## src/rtl/co2fx_pkg.sv

```systemverilog
// ----------------------------------------------------------------------------
// CO2 sensor frame exchange package
// Shared opcodes, status codes, register indexes and the read command table.
// ----------------------------------------------------------------------------
`default_nettype none

package co2fx_pkg;

  // Request opcodes
  localparam logic [1:0] OP_START = 2'd0;
  localparam logic [1:0] OP_BYTE  = 2'd1;
  localparam logic [1:0] OP_TICK  = 2'd2;

  // Reading status codes
  localparam logic [2:0] ST_OK       = 3'd0;
  localparam logic [2:0] ST_LENGTH   = 3'd1;
  localparam logic [2:0] ST_CHECKSUM = 3'd2;
  localparam logic [2:0] ST_RANGE    = 3'd3;
  localparam logic [2:0] ST_HEADER   = 3'd4;

  // Result kinds
  localparam logic KIND_CMD     = 1'b0;
  localparam logic KIND_READING = 1'b1;

  // Configuration register indexes
  localparam logic REG_TIMEOUT = 1'b0;
  localparam logic REG_MAX_PPM = 1'b1;

  localparam logic [23:0] TIMEOUT_RESET = 24'd8000000;
  localparam logic [15:0] MAX_PPM_RESET = 16'd5000;
  localparam logic [23:0] TICK_MAX      = 24'hFFFFFF;

  // Frame layout
  localparam logic [3:0] CMD_LAST_BEAT  = 4'd8;
  localparam logic [3:0] REPLY_LAST_IDX = 4'd8;
  localparam logic [3:0] IDX_HEADER0    = 4'd0;
  localparam logic [3:0] IDX_HEADER1    = 4'd1;
  localparam logic [3:0] IDX_PPM_HI     = 4'd2;
  localparam logic [3:0] IDX_PPM_LO     = 4'd3;
  localparam logic [7:0] HDR_START      = 8'hFF;
  localparam logic [7:0] HDR_READ       = 8'h86;

  // One pending result: a command burst or a finished reading
  typedef struct packed {
    logic        is_cmd;
    logic [2:0]  status;
    logic [15:0] ppm;
  } desc_t;

  // Read command FF 01 86 00 00 00 00 00 79
  function automatic logic [7:0] cmd_byte(input logic [3:0] idx);
    logic [7:0] b;
    case (idx)
      4'd0:    b = 8'hFF;
      4'd1:    b = 8'h01;
      4'd2:    b = 8'h86;
      4'd8:    b = 8'h79;
      default: b = 8'h00;
    endcase
    return b;
  endfunction

endpackage

`default_nettype wire

```

## src/rtl/co2fx_core.sv

```systemverilog
// ----------------------------------------------------------------------------
// CO2 exchange core
// Tracks the reply frame, runs the timeout and loads one result descriptor.
// ----------------------------------------------------------------------------
`default_nettype none

module co2fx_core (
  input  wire logic                 clk,
  input  wire logic                 rst,
  input  wire logic                 in_valid,
  output logic                      in_ready,
  input  wire logic [1:0]           op,
  input  wire logic [7:0]           rx_byte,
  input  wire logic                 cfg_we,
  input  wire logic                 cfg_index,
  input  wire logic [23:0]          cfg_data,
  output logic                      desc_valid,
  output co2fx_pkg::desc_t          desc,
  input  wire logic                 desc_take
);

  logic [23:0] timeout_ticks;
  logic [15:0] max_ppm;

  logic        waiting, waiting_next;
  logic [3:0]  bytes_seen, bytes_seen_next;
  logic [7:0]  byte_sum, byte_sum_next;
  logic        first_is_ff, first_is_ff_next;
  logic        second_is_86, second_is_86_next;
  logic [15:0] reading, reading_next;
  logic [23:0] tick_count, tick_count_next;

  logic              accept;
  logic              has_res;
  co2fx_pkg::desc_t  res;
  logic [23:0]       tick_inc;

  assign in_ready = !desc_valid || desc_take;
  assign accept   = in_valid && in_ready;
  assign tick_inc = (tick_count != co2fx_pkg::TICK_MAX) ? tick_count + 24'd1 : tick_count;

  always_comb begin
    waiting_next      = waiting;
    bytes_seen_next   = bytes_seen;
    byte_sum_next     = byte_sum;
    first_is_ff_next  = first_is_ff;
    second_is_86_next = second_is_86;
    reading_next      = reading;
    tick_count_next   = tick_count;
    has_res           = 1'b0;
    res.is_cmd        = 1'b0;
    res.status        = co2fx_pkg::ST_OK;
    res.ppm           = 16'd0;
    case (op)
      co2fx_pkg::OP_START: begin
        waiting_next      = 1'b1;
        bytes_seen_next   = 4'd0;
        byte_sum_next     = 8'd0;
        first_is_ff_next  = 1'b0;
        second_is_86_next = 1'b0;
        reading_next      = 16'd0;
        tick_count_next   = 24'd0;
        has_res           = 1'b1;
        res.is_cmd        = 1'b1;
      end
      co2fx_pkg::OP_BYTE: begin
        if (waiting && bytes_seen != co2fx_pkg::REPLY_LAST_IDX) begin
          bytes_seen_next = bytes_seen + 4'd1;
          if (bytes_seen == co2fx_pkg::IDX_HEADER0) begin
            first_is_ff_next = (rx_byte == co2fx_pkg::HDR_START);
          end else begin
            byte_sum_next = byte_sum + rx_byte;
          end
          if (bytes_seen == co2fx_pkg::IDX_HEADER1) begin
            second_is_86_next = (rx_byte == co2fx_pkg::HDR_READ);
          end
          if (bytes_seen == co2fx_pkg::IDX_PPM_HI) begin
            reading_next = {rx_byte, reading[7:0]};
          end
          if (bytes_seen == co2fx_pkg::IDX_PPM_LO) begin
            reading_next = {reading[15:8], rx_byte};
          end
        end else if (waiting) begin
          // Checksum byte: sum plus checksum wraps to zero when valid
          has_res = 1'b1;
          if (8'(byte_sum + rx_byte) != 8'd0) begin
            res.status = co2fx_pkg::ST_CHECKSUM;
          end else if (!(first_is_ff && second_is_86)) begin
            res.status = co2fx_pkg::ST_HEADER;
          end else if (reading > max_ppm) begin
            res.status = co2fx_pkg::ST_RANGE;
          end else begin
            res.status = co2fx_pkg::ST_OK;
            res.ppm    = reading;
          end
          waiting_next      = 1'b0;
          bytes_seen_next   = 4'd0;
          byte_sum_next     = 8'd0;
          first_is_ff_next  = 1'b0;
          second_is_86_next = 1'b0;
          reading_next      = 16'd0;
          tick_count_next   = 24'd0;
        end
      end
      co2fx_pkg::OP_TICK: begin
        if (waiting) begin
          if (tick_inc >= timeout_ticks) begin
            has_res           = 1'b1;
            res.status        = co2fx_pkg::ST_LENGTH;
            waiting_next      = 1'b0;
            bytes_seen_next   = 4'd0;
            byte_sum_next     = 8'd0;
            first_is_ff_next  = 1'b0;
            second_is_86_next = 1'b0;
            reading_next      = 16'd0;
            tick_count_next   = 24'd0;
          end else begin
            tick_count_next = tick_inc;
          end
        end
      end
      default: begin
        has_res = 1'b0;
      end
    endcase
  end

  always_ff @(posedge clk) begin
    if (rst) begin
      timeout_ticks <= co2fx_pkg::TIMEOUT_RESET;
      max_ppm       <= co2fx_pkg::MAX_PPM_RESET;
    end else if (cfg_we) begin
      if (cfg_index == co2fx_pkg::REG_TIMEOUT) begin
        timeout_ticks <= cfg_data;
      end else begin
        max_ppm <= cfg_data[15:0];
      end
    end
  end

  always_ff @(posedge clk) begin
    if (rst) begin
      waiting      <= 1'b0;
      bytes_seen   <= 4'd0;
      byte_sum     <= 8'd0;
      first_is_ff  <= 1'b0;
      second_is_86 <= 1'b0;
      reading      <= 16'd0;
      tick_count   <= 24'd0;
      desc_valid   <= 1'b0;
    end else begin
      if (accept) begin
        waiting      <= waiting_next;
        bytes_seen   <= bytes_seen_next;
        byte_sum     <= byte_sum_next;
        first_is_ff  <= first_is_ff_next;
        second_is_86 <= second_is_86_next;
        reading      <= reading_next;
        tick_count   <= tick_count_next;
      end
      if (accept && has_res) begin
        desc_valid <= 1'b1;
      end else if (desc_take) begin
        desc_valid <= 1'b0;
      end
    end
  end

  always_ff @(posedge clk) begin
    if (accept && has_res) begin
      desc <= res;
    end
  end

  a_bytes_bounded: assert property (@(posedge clk) disable iff (rst)
    bytes_seen <= co2fx_pkg::REPLY_LAST_IDX)
    else $error("reply byte count past frame end");

  a_idle_clean: assert property (@(posedge clk) disable iff (rst)
    !waiting |-> (bytes_seen == 4'd0 && tick_count == 24'd0))
    else $error("idle with stale exchange state");

  a_desc_hold: assert property (@(posedge clk) disable iff (rst)
    desc_valid && !desc_take |=> desc_valid && $stable(desc))
    else $error("pending descriptor lost or changed");

endmodule

`default_nettype wire

```

## src/rtl/co2fx_seq.sv

```systemverilog
// ----------------------------------------------------------------------------
// CO2 exchange result sequencer
// Expands a descriptor into output beats: nine command bytes or one reading.
// ----------------------------------------------------------------------------
`default_nettype none

module co2fx_seq (
  input  wire logic                 clk,
  input  wire logic                 rst,
  input  wire logic                 desc_valid,
  input  wire co2fx_pkg::desc_t     desc,
  output logic                      desc_take,
  output logic                      out_valid,
  input  wire logic                 out_ready,
  output logic                      kind,
  output logic [7:0]                tx_byte,
  output logic [2:0]                status,
  output logic [15:0]               ppm,
  output logic                      last
);

  logic             busy;
  logic [3:0]       beat;
  co2fx_pkg::desc_t cur;

  assign out_valid = busy;
  assign kind      = cur.is_cmd ? co2fx_pkg::KIND_CMD : co2fx_pkg::KIND_READING;
  assign tx_byte   = cur.is_cmd ? co2fx_pkg::cmd_byte(beat) : 8'd0;
  assign status    = cur.status;
  assign ppm       = cur.ppm;
  assign last      = !cur.is_cmd || (beat == co2fx_pkg::CMD_LAST_BEAT);
  assign desc_take = desc_valid && (!busy || (out_ready && last));

  always_ff @(posedge clk) begin
    if (rst) begin
      busy <= 1'b0;
      beat <= 4'd0;
    end else if (desc_take) begin
      busy <= 1'b1;
      beat <= 4'd0;
    end else if (busy && out_ready) begin
      if (last) begin
        busy <= 1'b0;
      end else begin
        beat <= beat + 4'd1;
      end
    end
  end

  always_ff @(posedge clk) begin
    if (desc_take) begin
      cur <= desc;
    end
  end

  a_beat_bounded: assert property (@(posedge clk) disable iff (rst)
    busy |-> beat <= co2fx_pkg::CMD_LAST_BEAT)
    else $error("command beat past end");

  a_burst_continues: assert property (@(posedge clk) disable iff (rst)
    busy && out_ready && !last |=> busy && beat == $past(beat) + 4'd1)
    else $error("command burst broken");

  a_take_only_free: assert property (@(posedge clk) disable iff (rst)
    desc_take && busy |-> out_ready && last)
    else $error("descriptor taken over a live result");

endmodule

`default_nettype wire

```

## src/rtl/co2_sensor_frame_exchange_unit.sv

```systemverilog
// ----------------------------------------------------------------------------
// CO2 sensor frame exchange unit
// Drives one read exchange with a CO2 sensor: command bytes out, reply check.
// ----------------------------------------------------------------------------
// Usage:
//   Input channel (in_valid/in_ready, op, rx_byte) carries requests: start,
//   one received byte, or one timer tick. Output channel (out_valid/out_ready)
//   carries results: a start yields the nine command bytes FF 01 86 00 00 00
//   00 00 79 (kind 0, last on the ninth); the ninth reply byte or a timeout
//   yields one reading (kind 1) with status and ppm.
//   The accepting edge loads the result descriptor; the sequencer then
//   copies it into its output register when free, raising out_valid.
//   Throughput: one request per cycle while in_ready is high; a start holds
//   the output for nine command bytes, and one descriptor may wait behind it.
//   Requests that cause no result (bytes mid-frame, ticks) keep flowing even
//   while the output is stalled; in_ready drops only while the descriptor
//   slot holds a result that the output has not taken.
//   Reset clears the exchange (idle), empties both stages and loads
//   timeout_ticks = 8000000 and max_ppm = 5000. Write cfg_* only while idle.
//   A stalled receiver holds out_* unchanged until out_ready.
// ----------------------------------------------------------------------------
`default_nettype none

module co2_sensor_frame_exchange_unit (
  input  wire logic        clk,
  input  wire logic        rst,
  input  wire logic        in_valid,
  output logic             in_ready,
  input  wire logic [1:0]  op,
  input  wire logic [7:0]  rx_byte,
  output logic             out_valid,
  input  wire logic        out_ready,
  output logic             kind,
  output logic [7:0]       tx_byte,
  output logic [2:0]       status,
  output logic [15:0]      ppm,
  output logic             last,
  input  wire logic        cfg_we,
  input  wire logic        cfg_index,
  input  wire logic [23:0] cfg_data
);

  // Descriptor handoff between the frame tracker and the beat sequencer
  logic             desc_valid;
  logic             desc_take;
  co2fx_pkg::desc_t desc;

  // Track the reply frame and timeout; load one descriptor per result
  co2fx_core u_core (
    .clk        (clk),
    .rst        (rst),
    .in_valid   (in_valid),
    .in_ready   (in_ready),
    .op         (op),
    .rx_byte    (rx_byte),
    .cfg_we     (cfg_we),
    .cfg_index  (cfg_index),
    .cfg_data   (cfg_data),
    .desc_valid (desc_valid),
    .desc       (desc),
    .desc_take  (desc_take)
  );

  // Expand descriptors into output beats; hold while the receiver stalls
  co2fx_seq u_seq (
    .clk        (clk),
    .rst        (rst),
    .desc_valid (desc_valid),
    .desc       (desc),
    .desc_take  (desc_take),
    .out_valid  (out_valid),
    .out_ready  (out_ready),
    .kind       (kind),
    .tx_byte    (tx_byte),
    .status     (status),
    .ppm        (ppm),
    .last       (last)
  );

endmodule

`default_nettype wire
```

## config.mk

```make
export PLATFORM = sky130hd
export DESIGN_NAME = co2_sensor_frame_exchange_unit
export DESIGN_NICKNAME = d
export VERILOG_FILES = /design/src/rtl/co2fx_pkg.sv /design/src/rtl/co2fx_core.sv /design/src/rtl/co2fx_seq.sv /design/src/rtl/co2_sensor_frame_exchange_unit.sv
export SDC_FILE = /design/constraint.sdc
export NUM_CORES = 1
export LEC_CHECK = 0
export BUFFER_PORTS_ARGS = -buffer_cell sky130_fd_sc_hd__buf_2
export CAP_MARGIN = 20
export CELL_PAD_IN_SITES_DETAIL_PLACEMENT = 2
export CELL_PAD_IN_SITES_GLOBAL_PLACEMENT = 2
export CORE_UTILIZATION = 39
export CTS_BUF_LIST = sky130_fd_sc_hd__clkbuf_4 sky130_fd_sc_hd__clkbuf_8
export CTS_CLUSTER_DIAMETER = 50
export DETAILED_ROUTE_END_ITERATION = 8
export GPL_TIMING_DRIVEN = 0
export PLACE_DENSITY = 0.88
export SLEW_MARGIN = 20
export SYNTH_ARGS = -nofsm -noshare
export SYNTH_HDL_FRONTEND = slang
export SYNTH_SLANG_ARGS = --single-unit
export TNS_END_PERCENT = 1
```

## constraint.sdc

```tcl
create_clock -name clk -period 6.22 [get_ports clk]
set_clock_uncertainty 0.05 [all_clocks]
set_input_delay 0.933 -clock clk [delete_from_list [all_inputs] [get_ports clk]]
set_output_delay 0.933 -clock clk [all_outputs]
set_load 0.03 [all_outputs]
```

# Yosys cells after proc, flatten, opt, wreduce, memory -nomap -nowiden

Index checks and enable logic that the tools add are counted.

Flip-flop bits (word level): 141
Latch bits: 0
RAM bits: 0
Memory bits (read-only): 0
Output and inout bits: 31
Word-level logic and storage cells: 150
Memories kept: 0

Add/sub/neg operators: 4
$mul: 0
Divide/modulo/power cells: 0
$lt $le $gt $ge: 2
Eq/ne operators: 23
Shift operators: 0
Mux-type cells: 62
Bitwise operators: 5
Reductions and logical operators: 35

Operators by type and width:

| cell                  | number |
|---|---|
| $mux 16               | 9 |
| $mux 24               | 5 |
| $pmux 24 s3           | 1 |
| $mux 8                | 6 |
| $pmux 16 s3           | 1 |
| $mux 19               | 2 |
| $pmux 8 s4            | 1 |
| $add 24x1->24 const B | 1 |
| $ge 24x24->1          | 1 |
| $ne 24x24->1 const B  | 1 |
| $pmux 8 s3            | 1 |
| $reduce_and 6->1      | 4 |
| $mux 1                | 22 |
| $ne 3x3->1 const B    | 6 |
| $eq 8x8->1 const B    | 2 |
| $gt 16x16->1          | 1 |
| $mux 4                | 4 |
| $eq 4x2->1 const B    | 3 |
| $pmux 1 s3            | 4 |
| $pmux 4 s3            | 1 |
| $reduce_and 5->1      | 2 |
| $mux 3                | 3 |
| $add 4x1->4 const B   | 2 |
| $add 8x8->8           | 1 |
| other kinds (24)      | 47 |

# Longest topological paths before layout

Depth in word-level cells: 9
Depth in mapped cells: 18
Depth with buffers taken out: 13

# By module

A second synthesis with hierarchy kept.

Cells, all modules: 840
Area, all modules: 7614.8 um2

By module, submodules not included:

| module     | times used | cells each | area each (um2) | sequential area each (um2) |
|---|---|---|---|---|
| co2fx_core | 1          | 750        | 6467.5          | 2522.4 |
| co2fx_seq  | 1          | 90         | 1147.4          | 700.7 |

# Worst setup path after synthesis

OpenSTA, ideal clock, no wires.

Kind: register to register
From: register u_core.tick_count[10]
To: register u_core.desc[0] (netlist name)
Setup time: 0.404 ns
Data arrival time: 4.178 ns
Slack: 1.588 ns
Cell stages (with the launch flop): 16
Clock period less this slack: 4.632 ns
Cells stage by stage: dfxtp_1 > buf_2 > and4_1 > buf_6 > and4_1 > a211o_2 > clkbuf_1 > o31a_1 > or2_1 > ha_1 > nand4_2 > nor4_4 > nand2_1 > o21a_1 > a21o_1 > a21oi_1

Longest elaborated chain between the ends: 7

Ends and longest elaborated chain:

| what                                          | line              | text |
|---|---|---|
| start: declaration                            | co2fx_core.sv:31  | `logic [23:0] tick_count, tick_count_next;` |
| start signal: assignment                      | co2fx_core.sv:159 | `tick_count <= tick_count_next;` |
| $add 24x1->24 or $ne 24x24->1 (tied branches) | co2fx_core.sv:40  | `assign tick_inc = (tick_count != co2fx_pkg::TICK_MAX) ? tick_count + 24'd1 : tick_count;` |
| $mux 24 (*)                                   | co2fx_core.sv:40  |  |
| $ge 24x24->1 (*)                              | co2fx_core.sv:107 | `if (tick_inc >= timeout_ticks) begin` |
| $mux 1 (*)                                    | co2fx_core.sv:107 |  |
| $mux 1 (*)                                    | co2fx_core.sv:106 | `if (waiting) begin` |
| $pmux 1 s3 (*)                                | co2fx_core.sv:54  | `case (op)` |
| $logic_and 1x1->1 (*)                         | co2fx_core.sv:170 | `if (accept && has_res) begin` |

Mark *: on every way between the ends. The rest lies on a longest branch, timed or not.
A chain may end at the register's enable or synchronous reset.

# Final worst setup path

From: register u_core.tick_count[10]
To: register u_core.reading[1]

Longest elaborated chain between the ends: 5

Ends and longest elaborated chain:

| what                                          | line              | text |
|---|---|---|
| $add 24x1->24 or $ne 24x24->1 (tied branches) | co2fx_core.sv:40  |  |
| $mux 24 (*)                                   | co2fx_core.sv:40  |  |
| $ge 24x24->1 (*)                              | co2fx_core.sv:107 |  |
| $ne 2x1->1 (no source line) (*)               | n/a               |  |
| $reduce_and 6->1 (no source line) (*)         | n/a               |  |
| end signal: assignment                        | co2fx_core.sv:158 | `reading <= reading_next;` |
| end: declaration                              | co2fx_core.sv:30  | `logic [15:0] reading, reading_next;` |

Marked as above.

==> results.md <==
| Item | Value |
|---|---|
| Nature of the critical path endpoint | flip-flop |
| Cell repeated most along the worst path | sky130_fd_sc_hd__and4_1 |
| Growth of design area from synthesis to finish | 14.1% |
| Startpoint-to-endpoint class of the critical path | flip-flop to flip-flop |
| Synthesized instance count | 859 |
| Max FO, Critical Path | 10 |
| Post-Place Cell Area | 8490 um^2 |
| Share of final-layout standard cells stronger than drive strength 1 | 17.0% |
| Total of fill cells in the finished design | 2,160 |
| Setup TNS | 0 ns |
| Share of synthesized flip-flops with an asynchronous set or reset | 0% |
| Part of the cycle the worst path needs | 81.7% |
| DR iter-0 viols | 552 |
| Number of resized instances in the post-cts repair step | 0 |
| Count of pins on the block boundary | 71 |
| Buffer count from post-CTS setup fixing | 0 |
| Number of iterations in the first detailed-routing pass | 8 |
| Net count of the finished layout | 1,051 |
| EDFF count, synth | 40 |
| Max stage delay on crit path | 0.81 ns |
| Root cell of the clock tree | sky130_fd_sc_hd__clkbuf_8 |
| Via-per-instance ratio | 6.00 |
| Number of antenna violations at the first check in global routing | 0 |
| Insertion delay of the later-clocked pin in the worst-skew pair | 0.49 ns |
| Cells on worst reg2reg path | 15 |
| Final non-filler cell area | 8880 um^2 |
| Max-cap viol count | 0 |
| Seq/Total Area, Yosys | 41.4% |
| Clock transition at the register clock pins on the worst setup and hold paths after CTS | 0.10 ns |
| DP Wirelength | 21.7 mm |
| Top cell family by delay on the critical path | compound AO/OA/AOI/OAI gates |
| Post-synth top area cell | sky130_fd_sc_hd__dfxtp_1 |
| Endpoint with the worst hold slack | u_seq.cur[19] |
| F_max | 197 MHz |
| #FFs+latches synth | 141 |
| Reg-to-reg startpoint | u_core.tick_count[10] |
| Maximum buffer depth of the clock tree | 2 |
| Hold violation count in the final report | 0 |
| Power per cell area | 218 nW/um^2 |
| Fraction of post-synthesis cell area in the top cell type by area | 26.0% |
| X dimension of the die | 143 um |
| Startpoint of the most critical hold path | u_core.desc[19] |
| Total standard cell area after synthesis | 7780 um^2 |
| Slew margin rel. | 40.9% |
| Unrepaired setup endpoints after global routing | no |
| Final WS setup | 1.14 ns |
| Crit-path cells | buf_2 -> and4_1 -> buf_6 -> and4_1 -> a211o_2 -> clkbuf_1 -> nor3_1 -> or2_2 -> ha_1 -> a21oi_1 -> o21ai_0 -> a221oi_1 -> o211ai_1 -> a31oi_1 -> a22o_1 |
| Reported leakage power | 0.00379 uW |
| Hold-critical path depth | 0 |
| Final Routed Wirelength | 32.9 mm |
| Detailed-route wire length per cell | 26.8 um |
| Crit path launch type | flip-flop |
| # setup viols final | 0 |
| Placeable core area | 19,500 um^2 |
| Total global routing track utilization | 33.0% |
| Placement-stage worst setup slack | 1.47 ns |
| Worst Hold Margin | 0.384 ns |
| Number of buffers and inverters on the critical path | 3 |
| Mapped Nets | 960 |
| Total die area | 20,500 um^2 |
| Slack of the worst reg-to-reg path | 1.14 ns |
| Starting density of the core | 39.9% |
| Global placement routability congestion | 0.823 |
| IO buf count | 70 |
| Count of different cell masters after synthesis | 67 |
| Pin count of the biggest net entering global routing | 17 |
| Global-route wire length before repair | 49.3 mm |
| Number of placement rows | 51 |
| Top post-synthesis cells by area | sky130_fd_sc_hd__dfxtp_1, sky130_fd_sc_hd__edfxtp_1, sky130_fd_sc_hd__ha_1 |
| Crit path arrival time | 5.45 ns |
| Final critical-path required period | 5.08 ns |
| Count of antenna-violating nets left after detailed routing | 0 |
| Peak VDD IR | 0.144 mV |
| Residual DRC count | 0 |
| HP Class | flip-flop to flip-flop |
| Number of global-route vias before repair | 8,129 |
| Mapped Avg Cell Area | 9.06 um^2 |
| Pins over their slew limit | 0 |
| Count of clock tree sinks | 141 |
| Required time reported for the critical path endpoint | 6.59 ns |
| Most common flop cell mapped by yosys | sky130_fd_sc_hd__dfxtp_1 |
| Critical register-to-register path endpoint | u_core.reading[1] |
| Cts hold-fix bufs | 0 |
| Grt total ovfl | 0 |
| Total vias in the final route | 7,367 |
| Pin slew with the least headroom to its limit | 0.883 ns |
| CTS HTree Levels | 4 |
| CTS tree | done |
| DIE HEIGHT | 143 um |
| CP max stage cell | sky130_fd_sc_hd__a31oi_1 |
| Ys Warns | 0 |
| Number of buffers created by CTS | 17 |
| Result of the run | finished, final reports clean |
| Antenna Diode Count | 0 |
[placed cells by master, fill, tap and decap left out, drive strengths merged, types with 8 or more instances in the layout]
cell and count:
ha 60, nand4 14, xnor2 13, nand3 34
edfxtp 40, and3 8, nor2 38, clkbuf 35
or4 11, a21o 9, a22o 27, dfxtp 101
nor3 20, a31oi 14, inv 69, nand2b 8
buf 111, o211ai 19, xor2 12, a21oi 65
and2 19, o21ai 19, nand2 130
[power breakdown]
| group | switching, uW | internal [uW] | total, uW |
|---|---|---|---|
| logic | 138 | 55.0 | 193 |
| clock network | 449 | 330 | 779 |
| registers | 11.1 | 956 | 967 |
| total | 598 | 1340 | 1940 |
[layer usage]
| layer | GRT usage (%) | routed length, um | vias up |
|---|---|---|---|
| met5 | 0 | 0 | - |
| met4 | 17.7 | 1520 | 0 |
| met3 | 6.84 | 1630 | 109 |
| met2 | 58.3 | 16700 | 283 |
| met1 | 37.2 | 13000 | 3765 |
| li1 | - | - | 3210 |
[how the worst max path moves through the flow]
stage | startpoint | end | slack (ns) | cells after the start
floorplan | u_core.tick_count[10] | u_core.desc[0] | 1.59 | 15
global placement | u_core.tick_count[10] | u_core.desc[3] | 0.65 | 15
detailed placement | u_core.tick_count[10] | u_core.tick_count[4] | 1.47 | 17
CTS | u_core.tick_count[10] | u_core.tick_count[0] | 1.29 | 18
global route | u_core.tick_count[10] | u_core.reading[1] | 1.06 | 15
finish | u_core.tick_count[10] | u_core.reading[1] | 1.14 | 15
[synth_stat cells, drive strengths merged (9+ instances only)]
library cell and number:
a31oi 14, clkbuf 18, nand3 34, or4 11, buf 39, a22o 27, nand4 14, and2 19
nor2 38, xnor2 13, inv 60, xor2 12, nand2 130, a21oi 65, edfxtp 40, ha 60
a21o 9, nor3 20, dfxtp 101, o211ai 19, o21ai 19
[per-stage QoR]
stage | util [%] | instances | total power (uW)
2_1_floorplan | - | 859 | 1090
3_3_place_gp | 43.3 | 1194 | 1150
3_5_place_dp | 43.5 | 1196 | 1160
4_1_cts | 45.5 | 1228 | 1940
5_1_grt | 45.5 | 1228 | 1990
6_report | 45.5 | 1228 | 1940
[registers in the layout, indices dropped and copies added (netlist names)]
register and flops:
u_core.tick_count 24, u_core.timeout_ticks 24, u_core.desc 20, u_core.max_ppm 16
u_core.reading 16, u_seq.ppm 16, u_core.byte_sum 8, u_core.bytes_seen 4
u_seq.beat 4, u_seq.status 3, u_core.desc_valid 1, u_core.first_is_ff 1
u_core.second_is_86 1, u_core.waiting 1, u_seq.cur 1, u_seq.out_valid 1
[worst reg2reg max path, cell delays in order (launching register included)]
cell	delay [ns]
sky130_fd_sc_hd__dfxtp_1	0.32
sky130_fd_sc_hd__buf_2	0.18
sky130_fd_sc_hd__and4_1	0.24
sky130_fd_sc_hd__buf_6	0.14
sky130_fd_sc_hd__and4_1	0.32
sky130_fd_sc_hd__a211o_2	0.23
sky130_fd_sc_hd__clkbuf_1	0.42
sky130_fd_sc_hd__nor3_1	0.13
sky130_fd_sc_hd__or2_2	0.35
sky130_fd_sc_hd__ha_1	0.33
sky130_fd_sc_hd__a21oi_1	0.23
sky130_fd_sc_hd__o21ai_0	0.24
sky130_fd_sc_hd__a221oi_1	0.43
sky130_fd_sc_hd__o211ai_1	0.33
sky130_fd_sc_hd__a31oi_1	0.82
sky130_fd_sc_hd__a22o_1	0.29
[area by class of cell]
cell class	instances	area [um^2]	area share, %
Inverter	60	225	2.54
Tap cell	265	332	3.73
Clock buffer	17	234	2.63
Timing Repair Buffer	72	373	4.20
Multi-Input combinational cell	600	3990	44.9
Clock inverter	15	151	1.70
Sequential cell	141	3220	36.3
Buffer	58	352	3.96
[cells by family after synthesis]
group           share of synthesized area, %
compound gates                          16.4
xor+xnor                                2.81
fa+ha+maj                               9.90
buf+inv                                 7.41
flops                                   41.4
mux                                    0.691
simple gates                            21.4
No activity file was read; power rests on OpenSTA's default activity.
